[config.mk]
export PLATFORM = sky130hd
export DESIGN_NAME = bks_mod
export DESIGN_NICKNAME = d
export VERILOG_FILES = /design/src/rtl/bks_pkg.sv /design/src/rtl/bks_mod.sv
export SDC_FILE = /design/constraint.sdc
export NUM_CORES = 2
export LEC_CHECK = 0
export BUFFER_PORTS_ARGS = -buffer_cell sky130_fd_sc_hd__buf_2
export CAP_MARGIN = 30
export CORE_ASPECT_RATIO = 1.4
export CORE_MARGIN = 2
export CORE_UTILIZATION = 65
export DETAILED_ROUTE_END_ITERATION = 12
export HOLD_SLACK_MARGIN = 0.15
export MAX_ROUTING_LAYER = met4
export PLACE_DENSITY = 0.83
export SYNTH_ARGS = -nofsm -noshare
export SYNTH_HDL_FRONTEND = slang
export SYNTH_SLANG_ARGS = --single-unit
export TNS_END_PERCENT = 10
[constraint.sdc]
create_clock -name clk -period 16.2 [get_ports clk]
set_input_delay 3.24 -clock clk [delete_from_list [all_inputs] [get_ports clk]]
set_output_delay 3.24 -clock clk [all_outputs]
set_load 0.01 [all_outputs]
[src/rtl/bks_pkg.sv]
// ----------------------------------------------------------------------------
// Bottom-k count sketch package
// Sizes, codes and transfer types shared by the sketch modules.
// ----------------------------------------------------------------------------
package bks_pkg;

  localparam int SKETCH_SIZE = 64;
  localparam int COUNT_BITS  = 32;
  localparam int HASH_W      = 64;
  localparam int IDX_W       = 6;
  localparam int ENTRIES_W   = 7;
  localparam int OUT_CNT_W   = 32;
  localparam int HALF_W      = 32;
  // A 64-bit value divided by the prime gives a quotient below 2^21.
  localparam int QUOT_W      = 21;
  localparam int PROD_W      = HALF_W + QUOT_W;

  localparam logic [HASH_W-1:0] HASH_PRIME = 64'd9999999999971;
  localparam logic [HASH_W-1:0] PRIME_X2   = HASH_PRIME << 1;
  // The prime split into its upper and lower halves.
  localparam logic [HALF_W-1:0] PRIME_HI   = HASH_PRIME[HASH_W-1:HALF_W];
  localparam logic [HALF_W-1:0] PRIME_LO   = HASH_PRIME[HALF_W-1:0];
  // Truncated reciprocal: floor(2^64 / prime). The prime does not divide
  // 2^64, so dividing the all-ones value gives the same figure.
  localparam logic [QUOT_W-1:0] PRIME_RECIP = QUOT_W'(64'hFFFF_FFFF_FFFF_FFFF / HASH_PRIME);

  localparam logic CMD_ADD  = 1'b0;
  localparam logic CMD_READ = 1'b1;

  localparam logic [1:0] ST_DISCARD = 2'd0;
  localparam logic [1:0] ST_INSERT  = 2'd1;
  localparam logic [1:0] ST_INCR    = 2'd2;
  localparam logic [1:0] ST_READ    = 2'd3;

  localparam logic REG_ENTRIES = 1'b0;
  localparam logic REG_BOTH    = 1'b1;

  typedef struct packed {
    logic              command;
    logic [HASH_W-1:0] forward_hash;
    logic [HASH_W-1:0] reverse_hash;
    logic [IDX_W-1:0]  read_index;
  } bks_in_t;

  typedef struct packed {
    logic [1:0]           status;
    logic [IDX_W-1:0]     position;
    logic [HASH_W-1:0]    hash_value;
    logic [OUT_CNT_W-1:0] count;
  } bks_out_t;

  // State handed from one cell to the next.
  typedef struct packed {
    logic [HASH_W-1:0]     hash;
    logic [COUNT_BITS-1:0] count;
    logic                  ge;
  } bks_link_t;

  // Control broadcast to every cell.
  typedef struct packed {
    logic cmp;
    logic upd;
    logic hit;
  } bks_ctrl_t;

  // What a cell reports back after the compare phase.
  typedef struct packed {
    logic                  first;
    logic                  eq_first;
    logic [COUNT_BITS-1:0] count_inc;
  } bks_stat_t;

endpackage

[src/rtl/bks_mod.sv]
// ----------------------------------------------------------------------------
// Bottom-k count sketch modulo unit
// Reduces a 64-bit hash modulo the fixed prime.
// ----------------------------------------------------------------------------
module bks_mod
  import bks_pkg::*;
(
  input  logic              clk,
  input  logic              rst_n,
  input  logic              load,
  input  logic [HASH_W-1:0] value,
  output logic              done,
  output logic [HASH_W-1:0] result
);

  logic [HASH_W-1:0] value_r;
  logic [QUOT_W-1:0] quot_r, quot_nxt;
  logic [HALF_W-1:0] prod_hi_r, prod_hi_nxt;
  logic [PROD_W-1:0] prod_lo_r, prod_lo_nxt;
  logic [HASH_W-1:0] rem_r, rem_nxt, fix_nxt;
  logic [3:0]        stage_r;
  logic              done_r;
  logic [PROD_W-1:0] recip_prod;

  // The quotient estimate uses only the upper half of the value and a
  // truncated reciprocal, so it can fall short by up to two. The remainder
  // taken from it is then below three times the prime, and one compare
  // against the prime and its double settles it.
  always_comb begin
    recip_prod  = PROD_W'(value_r[HASH_W-1:HALF_W]) * PROD_W'(PRIME_RECIP);
    quot_nxt    = recip_prod[PROD_W-1:HALF_W];
    prod_hi_nxt = HALF_W'(quot_r * PRIME_HI);
    prod_lo_nxt = PROD_W'(quot_r) * PROD_W'(PRIME_LO);
    rem_nxt     = value_r - {prod_hi_r, HALF_W'(0)} - HASH_W'(prod_lo_r);
    if (rem_r >= PRIME_X2) begin
      fix_nxt = rem_r - PRIME_X2;
    end else if (rem_r >= HASH_PRIME) begin
      fix_nxt = rem_r - HASH_PRIME;
    end else begin
      fix_nxt = rem_r;
    end
  end

  // One-hot progress: quotient, partial products, remainder, correction.
  always_ff @(posedge clk) begin
    if (!rst_n) begin
      stage_r <= '0;
      done_r  <= 1'b0;
    end else if (load) begin
      stage_r <= 4'b0001;
      done_r  <= 1'b0;
    end else begin
      stage_r <= stage_r << 1;
      if (stage_r[3]) begin
        done_r <= 1'b1;
      end
    end
  end

  always_ff @(posedge clk) begin
    if (load) begin
      value_r <= value;
    end
    if (stage_r[0]) begin
      quot_r <= quot_nxt;
    end
    if (stage_r[1]) begin
      prod_hi_r <= prod_hi_nxt;
      prod_lo_r <= prod_lo_nxt;
    end
    if (stage_r[2]) begin
      rem_r <= rem_nxt;
    end else if (stage_r[3]) begin
      rem_r <= fix_nxt;
    end
  end

  assign done   = done_r;
  assign result = rem_r;

endmodule

### Word level (Yosys, flattened, before mapping)

Index checks and enable logic that the tools add are counted.

| operators by class | value |
|---|---|
| add/subtract/negate cells | 4 |
| multiply operators | 3 |
| reductions and logical operators | 4 |
| muxes and demuxes | 5 |
| shift operators | 0 |
| eq/ne operators | 0 |
| div/mod/pow operators | 0 |
| $lt $le $gt $ge | 2 |
| bitwise logic cells | 1 |

Operators by type and width:

| kind | count |
|---|---|
| $mux 64 | 4 |
| $ge 64x44->1 const B | 1 |
| $ge 64x45->1 const B | 1 |
| $sub 64x44->64 const B | 1 |
| $sub 64x45->64 const B | 1 |
| $sub 64x52->64 | 1 |
| $sub 64x64->64 | 1 |
| $mul 21x31->52 const B | 1 |
| $mul 32x20->52 const B | 1 |
| $mul 21x9->29 const B | 1 |
| $reduce_bool 3->1 | 1 |
| $reduce_and 2->1 | 1 |
| $reduce_bool 2->1 | 1 |
| $reduce_or 2->1 | 1 |
| $mux 1 | 1 |
| $not 1->1 | 1 |

| word-level totals | value |
|---|---|
| memories kept | 0 |
| latch bits | 0 |
| bits in registers | 235 |
| ROM bits | 0 |
| memory bits (writable) | 0 |
| input bits | 67 |

### Longest topological paths before layout

| depth | value |
|---|---|
| word-level depth | 5 |
| depth in mapped cells | 26 |

### Worst setup path after synthesis

OpenSTA, ideal clock, no wires.

| timing | value |
|---|---|
| path kind | reg2reg |
| from | register quot_r[5] |
| to | register prod_lo_r[48], data pin |
| path slack | 9.092 ns |
| data required time | 15.941 ns |
| data arrival time | 6.849 ns |
| clock period less this slack | 7.108 ns |
| library setup time | 0.259 ns |
| cell stages (with the launch flop) | 24 |
| cells stage by stage | edfxtp_1 > inv_1 > fa_1 > fa_1 > inv_1 > fa_1 > inv_1 > fa_1 > inv_1 > fa_1 > inv_1 > fa_1 > fa_1 > ha_1 > a211o_1 > nor4_2 > o21ai_1 > a311oi_1 > nor3_1 > a311oi_2 > o21ai_1 > a221o_1 > a21oi_1 > xnor2_1 |

| between the ends | value |
|---|---|
| longest elaborated chain between the ends | 1 |

Ends and longest elaborated chain:

| item | line | text |
|---|---|---|
| start, declared | bks_mod.sv:17 | `logic [QUOT_W-1:0] quot_r, quot_nxt;` |
| start signal, assigned | bks_mod.sv:65 | `quot_r <= quot_nxt;` |
| $mul 21x31->52 | bks_mod.sv:33 | `prod_lo_nxt = PROD_W'(quot_r) * PROD_W'(PRIME_LO);` |
| named net prod_lo_nxt[48] | bks_mod.sv:19 | `logic [PROD_W-1:0] prod_lo_r, prod_lo_nxt;` |
| end signal, assigned | bks_mod.sv:69 | `prod_lo_r <= prod_lo_nxt;` |
| end, declared | bks_mod.sv:19 |  |

The timed path passes the listed nets, and every way through them passes these cells.
A chain may end at the register's enable or synchronous reset.

### Final worst setup path

| timing | value |
|---|---|
| from | register quot_r[6] |
| to | register prod_lo_r[48], data pin |

The elaborated chain is that of the path after synthesis.

==> summary.txt <==
Status
  – Status: complete, no violations

Global route
  – Total track usage: 35.4%
  – Largest net degree at the start of global routing: 78
  – GR Overflow Total: 0
  – First-pass GRT wire length: 154000 um
  – Vias in the first global route: 28700
  – Initial antenna violation count: 3

Synthesis
  – Top cells by instance count after synthesis: 810 x inv_1, 659 x ha_1, 436 x fa_1
  – Post-synth EDFFs: 225
  – Synth Area per Inst: 9.84 um2
  – Top FF cell, synth: edfxtp_1
  – Yosys warnings: 0
  – Post-synthesis sequential area ratio: 18.8%
  – Synth async-reset ratio: 0%
  – Top-count cell post-synth: inv_1
  – Unique cell type count in the Yosys netlist: 86
  – Synth Instances: 3710
  – Syn_nets: 4872
  – Top cells by area, synth: fa_1 24%, ha_1 23%, edfxtp_1 19%
  – Synth area leader: fa_1
  – Number of synthesized register bits: 230
  – Post-Syn Area: 36500 um2
  – Post-synth top area share: 23.9%

Run
  – Max Cap Violations: 0

Worst setup path
  – Worst Setup End Kind: register
  – Crit-path most repeated cell: fa_1
  – Required @ worst endpoint: 16.51 ns
  – Flop-to-flop setup slack: 8.11 ns
  – Crit Path Max Fanout: 10
  – CP max stage cell: fa_1
  – Worst Path Arrival: 8.41 ns
  – CP peak stage delay: 0.82 ns
  – CP Cell Sequence: fa_1, inv_1, fa_1, inv_1, fa_1, inv_1, fa_1, inv_1, fa_1, fa_1, fa_1, ha_1, nand3_1, or4_1, o21ai_1, a311oi_1, nor3_1, a311oi_2, o21ai_1, a221o_1, a21oi_1, xnor2_1
  – Setup Crit Path Kind: register to register
  – Critical path startpoint category: register

Placed design
  – Placed instance area: 37800 um2
  – Final HPWL DP: 83000 um
  – Port bufs: 131
  – Final GP Congestion: 1.02

Routing
  – Routed Antenna Nets: 0
  – First-pass iteration count of the detailed router: 5
  – DRC: 0
  – Routed WL per cell: 21.3 um
  – Met2 WL: 48100 um
  – Top Layer Used: met4
  – Vias per cell: 5.95
  – DR iter-0 viols: 1638
  – Met3 routed WL: 5710 um
  – Final WL: 96900 um
  – Wl on met1: 37300 um
  – Vias post-DR: 27000

STA
  – Final slew viol count: 0
  – Setup Skew: 0.0151 ns
  – Slew HR: 29.7%
  – Final setup fails: 0
  – Final period util: 50.0%
  – RSZ-0062 raised after global routing: false
  – Setup TNS Final: 0 ns
  – Fin crit period: 8.09 ns
  – Least-Margin Pin Slew: 1.05 ns
  – Fmax: 124 MHz
  – Hold Violations, Final: 0

Clock tree
  – Hold-fix buffers at CTS: 0
  – Htree depth: 1
  – Reg clk slew, reported paths: 0.07 ns
  – Root buffer cell: clkbuf_16
  – CTS Buffer Depth: 3
  – Num CTS Buffers: 26
  – Worst skew pair latency: 0.57 ns
  – Setup repair bufs after CTS: 0
  – # clock sinks: 230
  – CTS tree: built
  – Post-CTS sizing: 0

Floorplan
  – Rows: 102
  – Num ports: 132
  – Initial Util: 65.9%
  – Die Wd: 204 um
  – DIE AREA: 58100 um2
  – Core area: 55400 um2
  – Die height: 284 um

Final layout
  – Share of layout cells above drive strength 1: 6.09%
  – Nets@finish: 4957
  – Finished Cell Area: 38700 um2
  – Area Overhead vs Synth: 6.02%

Min path
  – Worst hold path type: register to register
[cells by family (layout without fill, tap and decap cells)]
family	after synthesis	count (layout)	synth area share, %
fa+ha+maj	1095	1095	46.5
buf+inv	894	996	9.35
compound gates	686	686	12.2
simple gates	585	585	7.88
flops	230	230	18.8
xor+xnor	215	215	5.16
mux	5	5	0.151
other cells	0	2	0
[layout by cell type, fill, tap and decap left out, types with 6 or more instances in the layout]
master	instances
a211o_1	8
a211oi_1	23
a21boi_0	7
a21o_1	99
a21oi_1	217
a221o_1	6
a31oi_1	21
and2_1	18
and3_1	20
and4_1	9
buf_2	130
buf_4	8
clkbuf_16	26
edfxtp_1	225
fa_1	436
ha_1	659
inv_1	810
nand2_1	153
nand2b_1	21
nand3_1	52
nand4_1	39
nor2_1	139
nor2b_1	22
nor3_1	49
nor4_1	13
o211ai_1	9
o21a_1	21
o21ai_0	133
o21ai_1	20
o21bai_1	28
o31ai_1	14
or2_2	16
or3_1	11
xnor2_1	126
xor2_1	89
[per-stage QoR]
step / hold WS (ns) / std cells / util (%) / setup WS [ns]
after global placement: 0.463 / 4493 / 68.2 / 8.29
after global routing: 0.504 / 4542 / 69.9 / 7.75
after CTS: 0.488 / 4539 / 69.8 / 8.14
final: 0.489 / 4542 / 69.9 / 8.11
after detailed placement: 0.473 / 4494 / 68.2 / 8.20
after floorplan: 0.450 / 3710 / - / 9.09
[critical path: cells and delay by family (launching register included)]
family	cells	cell delay [ns]
compound gates	6	1.24
xor+xnor	1	0.13
fa+ha+maj	8	4.12
buf+inv	4	0.28
flops	1	0.60
simple gates	3	1.45
[metal layers]
metal,global-route usage (%),vias up
li1,-,12600
met1,41.5,13200
met3,4.53,289
met5,-,-
met2,59.6,891
met4,18.1,0
[area by class of cell]
cell class / count / area, um2
tap: 728 / 911
timing repair buffer: 140 / 753
clock buffer: 29 / 662
antenna: 2 / 5.00
inverter: 811 / 3040
clock inverter: 16 / 215
fill: 4271 / 16700
multi-input combinational: 2586 / 26200
sequential: 230 / 6860
[state kept, by name, indices dropped and copies added (netlist names)]
register	flops
quot_r	21
prod_lo_r	52
prod_hi_r	24
result	64
done	1
value_r	64
stage_r	4
[path summary, 6_finish.rpt]
check	from	end	depth (start not counted)
max reg2reg	quot_r[6]$_DFFE_PP_	prod_lo_r[48]$_DFFE_PP_	22
max	quot_r[6]$_DFFE_PP_	prod_lo_r[48]$_DFFE_PP_	22
min	stage_r[3]$_SDFF_PP0_	done$_SDFFE_PP0P_	1
min reg2reg	stage_r[3]$_SDFF_PP0_	done$_SDFFE_PP0P_	1
Power is left out: the tool's default activity adds up to more than one toggle a clock period on the data nets, which glitch-free logic cannot reach.
