===== src/rtl/bks_pkg.sv =====
// ----------------------------------------------------------------------------
// Bottom-k count sketch package
// Sizes, codes and transfer types shared by the sketch modules.
// ----------------------------------------------------------------------------
package bks_pkg;

  localparam int SKETCH_SIZE = 64;
  localparam int COUNT_BITS  = 32;
  localparam int HASH_W      = 64;
  localparam int IDX_W       = 6;
  localparam int ENTRIES_W   = 7;
  localparam int OUT_CNT_W   = 32;
  localparam int HALF_W      = 32;
  // A 64-bit value divided by the prime gives a quotient below 2^21.
  localparam int QUOT_W      = 21;
  localparam int PROD_W      = HALF_W + QUOT_W;

  localparam logic [HASH_W-1:0] HASH_PRIME = 64'd9999999999971;
  localparam logic [HASH_W-1:0] PRIME_X2   = HASH_PRIME << 1;
  // The prime split into its upper and lower halves.
  localparam logic [HALF_W-1:0] PRIME_HI   = HASH_PRIME[HASH_W-1:HALF_W];
  localparam logic [HALF_W-1:0] PRIME_LO   = HASH_PRIME[HALF_W-1:0];
  // Truncated reciprocal: floor(2^64 / prime). The prime does not divide
  // 2^64, so dividing the all-ones value gives the same figure.
  localparam logic [QUOT_W-1:0] PRIME_RECIP = QUOT_W'(64'hFFFF_FFFF_FFFF_FFFF / HASH_PRIME);

  localparam logic CMD_ADD  = 1'b0;
  localparam logic CMD_READ = 1'b1;

  localparam logic [1:0] ST_DISCARD = 2'd0;
  localparam logic [1:0] ST_INSERT  = 2'd1;
  localparam logic [1:0] ST_INCR    = 2'd2;
  localparam logic [1:0] ST_READ    = 2'd3;

  localparam logic REG_ENTRIES = 1'b0;
  localparam logic REG_BOTH    = 1'b1;

  typedef struct packed {
    logic              command;
    logic [HASH_W-1:0] forward_hash;
    logic [HASH_W-1:0] reverse_hash;
    logic [IDX_W-1:0]  read_index;
  } bks_in_t;

  typedef struct packed {
    logic [1:0]           status;
    logic [IDX_W-1:0]     position;
    logic [HASH_W-1:0]    hash_value;
    logic [OUT_CNT_W-1:0] count;
  } bks_out_t;

  // State handed from one cell to the next.
  typedef struct packed {
    logic [HASH_W-1:0]     hash;
    logic [COUNT_BITS-1:0] count;
    logic                  ge;
  } bks_link_t;

  // Control broadcast to every cell.
  typedef struct packed {
    logic cmp;
    logic upd;
    logic hit;
  } bks_ctrl_t;

  // What a cell reports back after the compare phase.
  typedef struct packed {
    logic                  first;
    logic                  eq_first;
    logic [COUNT_BITS-1:0] count_inc;
  } bks_stat_t;

endpackage


===== src/rtl/bks_cell.sv =====
// ----------------------------------------------------------------------------
// Bottom-k count sketch cell
// Holds one sketch position and shifts its contents to the next cell on insert.
// ----------------------------------------------------------------------------
module bks_cell
  import bks_pkg::*;
(
  input  logic              clk,
  input  logic              rst_n,
  input  bks_ctrl_t         ctrl,
  input  logic [HASH_W-1:0] key,
  input  logic              active,
  input  bks_link_t         prev,
  output bks_link_t         link,
  output bks_stat_t         stat
);

  logic [HASH_W-1:0]     hash_r;
  logic [COUNT_BITS-1:0] count_r;
  logic                  ge_r, eq_r;
  logic                  first;
  logic [COUNT_BITS-1:0] count_inc;

  // The sketch stays sorted, so the ge flags form a run of ones up to the end
  // of the active part; the first one marks the target position.
  assign first     = ge_r & ~prev.ge;
  assign count_inc = (count_r == '1) ? count_r : count_r + 1'b1;

  always_ff @(posedge clk) begin
    if (!rst_n) begin
      hash_r  <= '1;
      count_r <= '0;
      ge_r    <= 1'b0;
      eq_r    <= 1'b0;
    end else if (ctrl.cmp) begin
      ge_r <= active & (hash_r >= key);
      eq_r <= hash_r == key;
    end else if (ctrl.upd) begin
      if (ctrl.hit) begin
        if (first && eq_r) begin
          count_r <= count_inc;
        end
      end else if (first) begin
        hash_r  <= key;
        count_r <= COUNT_BITS'(1);
      end else if (ge_r) begin
        hash_r  <= prev.hash;
        count_r <= prev.count;
      end
    end
  end

  assign link.hash  = hash_r;
  assign link.count = count_r;
  assign link.ge    = ge_r;

  assign stat.first     = first;
  assign stat.eq_first  = first & eq_r;
  assign stat.count_inc = first ? count_inc : '0;

endmodule


===== config.mk =====
export PLATFORM = sky130hd
export DESIGN_NAME = bks_cell
export DESIGN_NICKNAME = d
export VERILOG_FILES = /design/src/rtl/bks_pkg.sv /design/src/rtl/bks_cell.sv
export SDC_FILE = /design/constraint.sdc
export NUM_CORES = 1
export LEC_CHECK = 0
export BUFFER_PORTS_ARGS = -buffer_cell sky130_fd_sc_hd__buf_2
export CAP_MARGIN = 25
export CORE_MARGIN = 5
export CORE_UTILIZATION = 49
export CTS_BUF_LIST = sky130_fd_sc_hd__clkbuf_4 sky130_fd_sc_hd__clkbuf_8 sky130_fd_sc_hd__clkbuf_16
export DETAILED_ROUTE_END_ITERATION = 7
export PLACE_DENSITY = 0.92
export SYNTH_ARGS = -nofsm -noshare
export SYNTH_HDL_FRONTEND = slang
export SYNTH_SLANG_ARGS = --single-unit
export TNS_END_PERCENT = 50

===== constraint.sdc =====
create_clock -name clk -period 2.6 [get_ports clk]
set_input_delay 0.39 -clock clk [delete_from_list [all_inputs] [get_ports clk]]
set_output_delay 0.39 -clock clk [all_outputs]
set_load 0.02 [all_outputs]

# [Word-level counts from Yosys, hierarchy flattened]
# Cells that the tools add are included.
[word_totals] reg_bits=98 out_inout_bits=131 wordCells=28 inputBits=167
[classes] n_eq_ne=3 bitwise_logic=6 n_lt_le_gt_ge=1 mux=8 reduce_logical=5 add_sub_neg=1
[ops] operator="32-bit two-way mux" count=6
[ops] operator="64-bit two-way mux" count=2
[ops] operator="64-bit == test" count=1
[ops] operator="64-bit >= comparator" count=1
[ops] operator="32-bit by 1-bit adder with 32-bit output (second input constant)" count=1
[ops] operator="32-bit == test (second input constant)" count=1
[ops] operator="4-bit AND reduction" count=2
[ops] operator="1-bit bitwise AND" count=3
[ops] operator="1-bit NOT" count=3
[ops] operator="3-bit nonzero test" count=1
[ops] operator="2-bit by 1-bit != test with 1-bit output (second input constant)" count=1
[ops] operator="2-bit nonzero test" count=1
[ops] operator="1-bit logical AND" count=1

# [Depth between registers and ports, before layout]
# Gate-level depths: netlist of run 1.
[depth] ltp_word=5 ltp_mapped=10 mapped_depth_nobuf=9

# [Worst setup path before layout of run 1]
# No wires, ideal clock.
[synth_timing] kind="flip-flop to output port" startpoint="register count_r[0]" endpoint="output stat[6] in the netlist's numbering" stages_incl_launch_ff=10 path_buffers=2 path_slack_ps=-161 arrival_time_ps=2371 required_ps=2210 path_cell_list="dfxtp_1 ha_1 nand4_1 or4_4 buf_6 buf_6 nand3_1 nor2_1 xnor2_1 nor2_1"
[synth_rtl] item="start: declaration" line_no="bks_cell.sv:19" text="logic [COUNT_BITS-1:0] count_r;"
[synth_rtl] item="start signal: assignment" line_no="bks_cell.sv:41" text="count_r <= count_inc;"
[synth_rtl] item="start signal: assignment" line_no="bks_cell.sv:48" text="count_r <= prev.count;"
[synth_rtl] item="end: declaration" line_no="bks_cell.sv:15" text="output bks_stat_t stat"

==> results of run 1 <==
synth_stat cells (all sizes together) (3+ instances only):
cell       n
a21o      14
or2        3
nor3      15
a31oi      4
nand2    117
o21ai     19
nand4     22
nor4       7
o22ai      3
or4        3
and3      13
xnor2     16
clkbuf    47
a21oi     52
a311oi     3
dfxtp     98
xor2      14
a2111oi    3
nor2     194
ha        65
nand3     35
o211ai     8
o221a      4
o311ai    65
a211oi     9
buf       20
inv       69
mux2i      3
o21a       4
and4       7
a221oi     5
cell usage in the layout (no fill, tap or decap), drive strengths merged, types with 9 or more instances in the layout:
cell	Yosys	routed
nand4	22	22
a21oi	52	52
inv	69	70
o21ai	19	19
and3	13	13
a211oi	9	9
xnor2	16	16
nand3	35	35
o311ai	65	65
nor2	194	194
ha	65	65
nand2	117	117
xor2	14	14
a21o	14	14
dfxtp	98	98
buf	20	378
nor3	15	15
clkbuf	47	11
how the worst max path moves through the flow:
stage	startpoint	to	slack, ns
6_report	count_r[25]$_SDFFE_PN0P_	stat[3]	-0.29
5_1_grt	count_r[24]$_SDFFE_PN0P_	stat[11]	-0.34
4_1_cts	count_r[3]$_SDFFE_PN0P_	stat[11]	-0.14
3_5_place_dp	key[1]	ge_r$_SDFFE_PN0P_	0.09
3_3_place_gp	key[5]	ge_r$_SDFFE_PN0P_	0.13
2_1_floorplan	count_r[10]$_SDFFE_PN0P_	stat[6]	0.004
repair_timing:
item	4_1_cts	5_1_grt
pin swaps	29	16
resized for setup	59	24
buffers inserted	14	8
gates cloned	1	0
setup endpoints to repair	26	30
metrics by stage:
| stage | hold WS, ns | instances | util [%] | setup WS, ns | TNS [ns] |
|---|---|---|---|---|---|
| 2_1_floorplan | 0.448 | 967 | - | 0.00359 | 0 |
| 3_3_place_gp | 0.469 | 1435 | 63.9 | 0.128 | 0 |
| 3_5_place_dp | 0.482 | 1435 | 63.9 | 0.0888 | 0 |
| 4_1_cts | 0.225 | 1466 | 68.7 | -0.141 | -1.70 |
| 5_1_grt | 0.252 | 1476 | 70.1 | -0.341 | -6.43 |
| 6_report | 0.236 | 1478 | 70.1 | -0.291 | -5.24 |
power by group through the flow:
stage | combinational [mW] | sequential, mW | clock, mW
floorplan | 0.276 | 1.59 | 0
global placement | 0.539 | 1.57 | 0
detailed placement | 0.559 | 1.57 | 0
CTS | 0.563 | 1.53 | 1.54
global route | 0.639 | 1.54 | 1.62
finish | 0.578 | 1.53 | 1.54
per-layer routing:
metal,up-vias,GRT usage [%]
li1,4095,-
met1,4126,34.4
met2,677,51.3
met3,170,7.30
met4,0,17.6
met5,-,0
critical path, cell delays in order, from the launching register on:
cell	delay (ns)
dfxtp_2	0.34
nand4_1	0.17
or2_1	0.33
or4_4	0.62
buf_4	0.18
nand2_4	0.09
xor2_1	0.16
nor2_1	0.07
buf_4	0.18
cell type report:
type	count	area, µm²
multi-input cells	733	4790
repair buffers	378	2190
well taps	180	225
diodes	3	7.51
clock inverters	5	85.1
clock buffers	11	253
fillers	1039	4180
flip-flops and latches	98	1990
inverters	70	263
registers in the layout, indices dropped and copies added, names as in the netlist:
| signal | count |
|---|---|
| eq_r | 1 |
| hash_r | 64 |
| ge_r | 1 |
| count_r | 32 |
cell families after synthesis:
family / after synthesis
AOI/OAI and AO/OA: 210
xor gates and xnor gates: 30
adders and majority gates: 65
buffers and inverters: 137
DFF: 98
muxes: 3
and+or+nand+nor: 424
==> flow_summary.ini, run 1 <==
[route]
top_layer = met4
routed_via_density = 6.14
wl_met1_mm = 9.90
vias = 9068
route.met2.wl_mm = 13.4
first_pass_iters = 7
post-route-drc-count = 0
wl_met3_mm = 3.12
wl_per_cell_um = 18.9
drt-initial-drc-count = 887
ant_nets = 0
routed_wirelength_mm = 27.9

[clock_network]
clkLatencyLatePin_ns = 0.35
path_clk_slew_ns = 0.07
cts_hold_buf = 0
cts.sinks = 98
numCtsBuffers = 9
cts-htree-levels = 3
cts_tree = done
cts_buffer_depth = 2
cts_root_buf = clkbuf_16

[run_status]
violations = setup timing
status = complete, but fails checks

[timing]
hold_viol = 0
slew_headroom_pct = 36.5
finalCritPeriodShare_pct = 111
slew_viol_final = 0
timing.final.ws_setup_ns = -0.291
tightest_slew_ns = 0.949
rsz0062_at_grt = true
period_minus_slack_ns = 2.89
finalClockSkew_ns = 0.0106
max_freq_ghz = 0.346
setup_viol = 27

[power]
combinationalPowerShare_pct = 15.8
total_leakage_power_nw = 4.79
p_per_area_nw_per_um2 = 372
power_mw = 3.65
p_int_mw = 2.66
p_switching_uw = 988
power_frac_clock_pct = 42.2
swShare_pct = 27.1
seq_power_share_pct = 42.0
vdd_ir_drop_max_uv = 262

[die]
initial_core_util_pct = 50.2
fp.dieH_um = 130
die-area_um2 = 16800
coreArea_um2 = 14000
io_pins = 298
rows = 43
die_w_um = 130

[flow_run]
maxCapViolations = 0

[synth]
synth_edf_count = 0
ys_warn_count = 0
yosysSeqAreaShare_pct = 28.0
synth.distinct_cells = 59
synth_mux_area_share_pct = 0.428
avgSynthCellArea_um2 = 7.26
synth_top_area_share_pct = 28.0
synth_compound_area_share_pct = 21.8
synthCells = 967
synth_top_family_by_area = simple AND/OR/NAND/NOR gates
synth-xor-area-share_pct = 3.74
synth_area_um2 = 7020
synthArstFlopShare_pct = 0
yosysTopAreaCell = dfxtp_1
synth-simple-area-share_pct = 26.6
syn_nets = 1199
synth_area_leaders = dfxtp_1, ha_1, nor2_1
synth-adder-area-share_pct = 11.6
ys_seq_elements = 98
synth_ff_type = dfxtp_1

[critical_path]
endpoint_kind = output pin
r2r_slack_ns = 0.12
critPathKind = flop to output pin
cp.arrival_ns = 2.50
cp.required_ns = 2.21
cp_max_fo = 5
r2r_cells = 10
r2r_start = count_r[25]$_SDFFE_PN0P_
start_kind = flop
worstReg2RegEnd = count_r[27]$_SDFFE_PN0P_

[layout]
final_cell_area_um2 = 9800
nNetsFinal = 1522
drive_gt1_share_pct = 36.7
area_growth_pct = 39.7

[grt]
grt-ovfl-total = 0
grt_pass1_vias = 8565
grt_max_degree = 129
grt.total_usage_pct = 30.2
grt_antenna_before_repair = 1
grt_pass1_wl_mm = 41.1

[min_path]
whs_path_depth = 3
hp-class = input pin to flop
hp-start = prev[22]
whs_endpoint = count_r[21]$_SDFFE_PN0P_

[place]
dp.final_hpwl_mm = 18.9
detailed_place.area_um2 = 8940
place_congestion = 0.916
port_buffers = 297
Note: power is estimated with default switching activity, not from simulation.
==> run 2: changes to the inputs <==
--- a/config.mk
+++ b/config.mk
@@ -5,13 +5,14 @@
 export SDC_FILE = /design/constraint.sdc
 export NUM_CORES = 1
 export LEC_CHECK = 0
+export ABC_AREA = 1
 export BUFFER_PORTS_ARGS = -buffer_cell sky130_fd_sc_hd__buf_2
 export CAP_MARGIN = 25
 export CORE_MARGIN = 5
 export CORE_UTILIZATION = 49
 export CTS_BUF_LIST = sky130_fd_sc_hd__clkbuf_4 sky130_fd_sc_hd__clkbuf_8 sky130_fd_sc_hd__clkbuf_16
 export DETAILED_ROUTE_END_ITERATION = 7
-export PLACE_DENSITY = 0.92
+export PLACE_DENSITY = 0.91
 export SYNTH_ARGS = -nofsm -noshare
 export SYNTH_HDL_FRONTEND = slang
 export SYNTH_SLANG_ARGS = --single-unit
==> run 2 against run 1 <==
  * The flow still finishes with violations (setup timing)
  * Synthesized area grew 1.4%
  * Core utilization shrank 5.7 points
  * Critical path depth grew 4
==> flow_summary.ini, run 2 <==
[layout]
final_common_cell = buf_2
mostFrequentLayoutCells = buf_2, nand2_1, a21oi_1, o21ai_0, nor2_1
fillers = 1256
largest_register_ffs = 64
regMostFlops = hash_r
final_cell_area_um2 = 9250
area_growth_pct = 30.0
nNetsFinal = 1592
reg_top3 = hash_r x64, count_r x32
drive_gt1_share_pct = 30.0
fin_cells = 1550

[grt]
grt_max_degree = 67
grt.total_usage_pct = 28.2
grt_antenna_before_repair = 2
grt_pass1_vias = 8061
grt_pass1_wl_mm = 38.6
grt-ovfl-total = 0

[place]
dp.final_hpwl_mm = 19.3
detailed_place.area_um2 = 8760
dp.cells = 1528
place_congestion = 0.961
port_buffers = 297

[die]
fp.dieH_um = 131
initial_core_util_pct = 49.5
die_w_um = 131
coreArea_um2 = 14400
io_pins = 298
rows = 44
die-area_um2 = 17000

[timing]
setup_viol = 2
slew_viol_final = 0
finalClockSkew_ns = 0.00735
period_minus_slack_ns = 2.60
finalCritPeriodShare_pct = 100
timing.final.ws_setup_ns = -0.00247
rsz0062_at_grt = true
hold_viol = 0
max_freq_ghz = 0.384
tightest_slew_ns = 0.761
slew_headroom_pct = 49.2

[min_path]
hp-class = input pin to flop

[critical_path]
start_kind = flop
cp.arrival_ns = 2.21
endpoint_kind = output pin
slowest_stage = dfxtp_4
r2r_slack_ns = 0.67
critPathKind = flop to output pin
path_buf_inv = 2
crit_family = simple AND/OR/NAND/NOR gates
cp_max_fo = 4
path_cells = ha_4 > nand2_4 > nor2_4 > inv_2 > nor2_4 > nand2_4 > nor2_4 > nand2_4 > nand3_1 > nor2_1 > nor3_1 > buf_2
slowest_delay_ns = 0.37
cp.required_ns = 2.21

[route]
ant_nets = 0
routed_wirelength_mm = 26.0
drt-initial-drc-count = 686
wl_per_cell_um = 16.8
routed_via_density = 5.63
first_pass_iters = 5
post-route-drc-count = 0
vias = 8721

[clock_network]
cts.sinks = 98
cts_tree = done
clkLatencyLatePin_ns = 0.36
cts-htree-levels = 3
cts_buffer_depth = 2
cts_hold_buf = 0
path_clk_slew_ns = 0.08
cts_root_buf = clkbuf_16
numCtsBuffers = 9

[synth]
avgSynthCellArea_um2 = 6.53
synth_top_area_share_pct = 27.6
ys_seq_elements = 98
yosysTopAreaCell = dfxtp_1
ys_warn_count = 0
synth.distinct_cells = 36
synthCells = 1090
synth_area_leaders = dfxtp_1, ha_1, a21oi_1
synth_edf_count = 0
synthArstFlopShare_pct = 0
ys_top_cells_by_count = nand2_1, a21oi_1, o21ai_0, nor2_1, inv_1
synth_area_um2 = 7120
yosysSeqAreaShare_pct = 27.6
synth_ff_type = dfxtp_1
syn_nets = 1322
yosysMostFrequentCell = nand2_1

[power]
p_per_area_nw_per_um2 = 369
total_leakage_power_nw = 4.35
vdd_ir_drop_max_uv = 419

[flow_run]
maxCapViolations = 0

[run_status]
status = complete, but fails checks
violations = setup timing
==> run 2: final timing paths <==
path,startpoint,to,cells past startpoint
worst max-delay path,count_r[1]$_SDFFE_PN0P_,stat[9],12
worst min-delay path,key[27],hash_r[27]$_SDFFE_PN1P_,3
worst max register to register,hash_r[59]$_SDFFE_PN1P_,ge_r$_SDFFE_PN0P_,13
worst min register to register,eq_r$_SDFFE_PN0P_,eq_r$_SDFFE_PN0P_,2
==> run 2: cell families (layout without fill, tap and decap cells) <==
family	after synthesis	after routing	share of synthesized area, %
and+or+nand+nor	357	357	21.3
AOI/OAI and AO/OA	355	355	26.1
buffers and inverters	190	465	10.5
DFF	98	98	27.6
adders and majority gates	65	65	11.4
xor gates and xnor gates	25	25	3.08
other	0	1	0
==> run 2: cell type report <==
cell class,instances,area [µm²],share of cell area (%)
clock buffer,10,233,2.52
inverter,126,475,5.14
antenna,1,2.50,0.0270
clock inverter,6,50.0,0.541
multi-input combinational,802,4550,49.2
sequential,98,1990,21.5
tap,184,230,2.49
timing repair buffer,323,1720,18.6
==> run 2: routing by layer <==
metal | wire (µm) | vias up | track usage [%]
met4 | 1020 | 2 | 12.0
li1 | - | 4181 | -
met2 | 12500 | 474 | 48.8
met1 | 9870 | 3966 | 33.1
met5 | 13 | - | 0
met3 | 2580 | 98 | 6.95
==> run 2: stage by stage <==
step | util [%] | power (mW) | TNS [ns] | hold slack, ns | setup WS [ns]
final | 64.4 | 3.41 | -0.00452 | 0.306 | -0.00247
after global routing | 64.4 | 3.56 | -1.10 | 0.295 | -0.114
after floorplan | - | 1.85 | 0 | 0.443 | 0.191
after global placement | 60.8 | 2.09 | 0 | 0.454 | 0.313
after CTS | 63.1 | 3.42 | 0 | 0.290 | 0.0132
after detailed placement | 61.0 | 2.10 | 0 | 0.464 | 0.286
==> run 2: repair_timing <==
item,4_1_cts,5_1_grt
pin swaps,0,12
resized for setup,5,48
buffers inserted,0,5
setup endpoints to repair,24,27
==> run 2: power breakdown <==
| part | switching (mW) | internal (mW) | leakage, nW |
|---|---|---|---|
| logic | 0.314 | 0.223 | 3.41 |
| clock network | 0.659 | 0.675 | 0.139 |
| registers | 0.0225 | 1.52 | 0.803 |
==> run 2: tightest hold or removal path: cells and delay by family <==
kind | cells | cell delay [ns]
buf+inv | 1 | 0.08
compound gates | 1 | 0.12
simple gates | 1 | 0.04
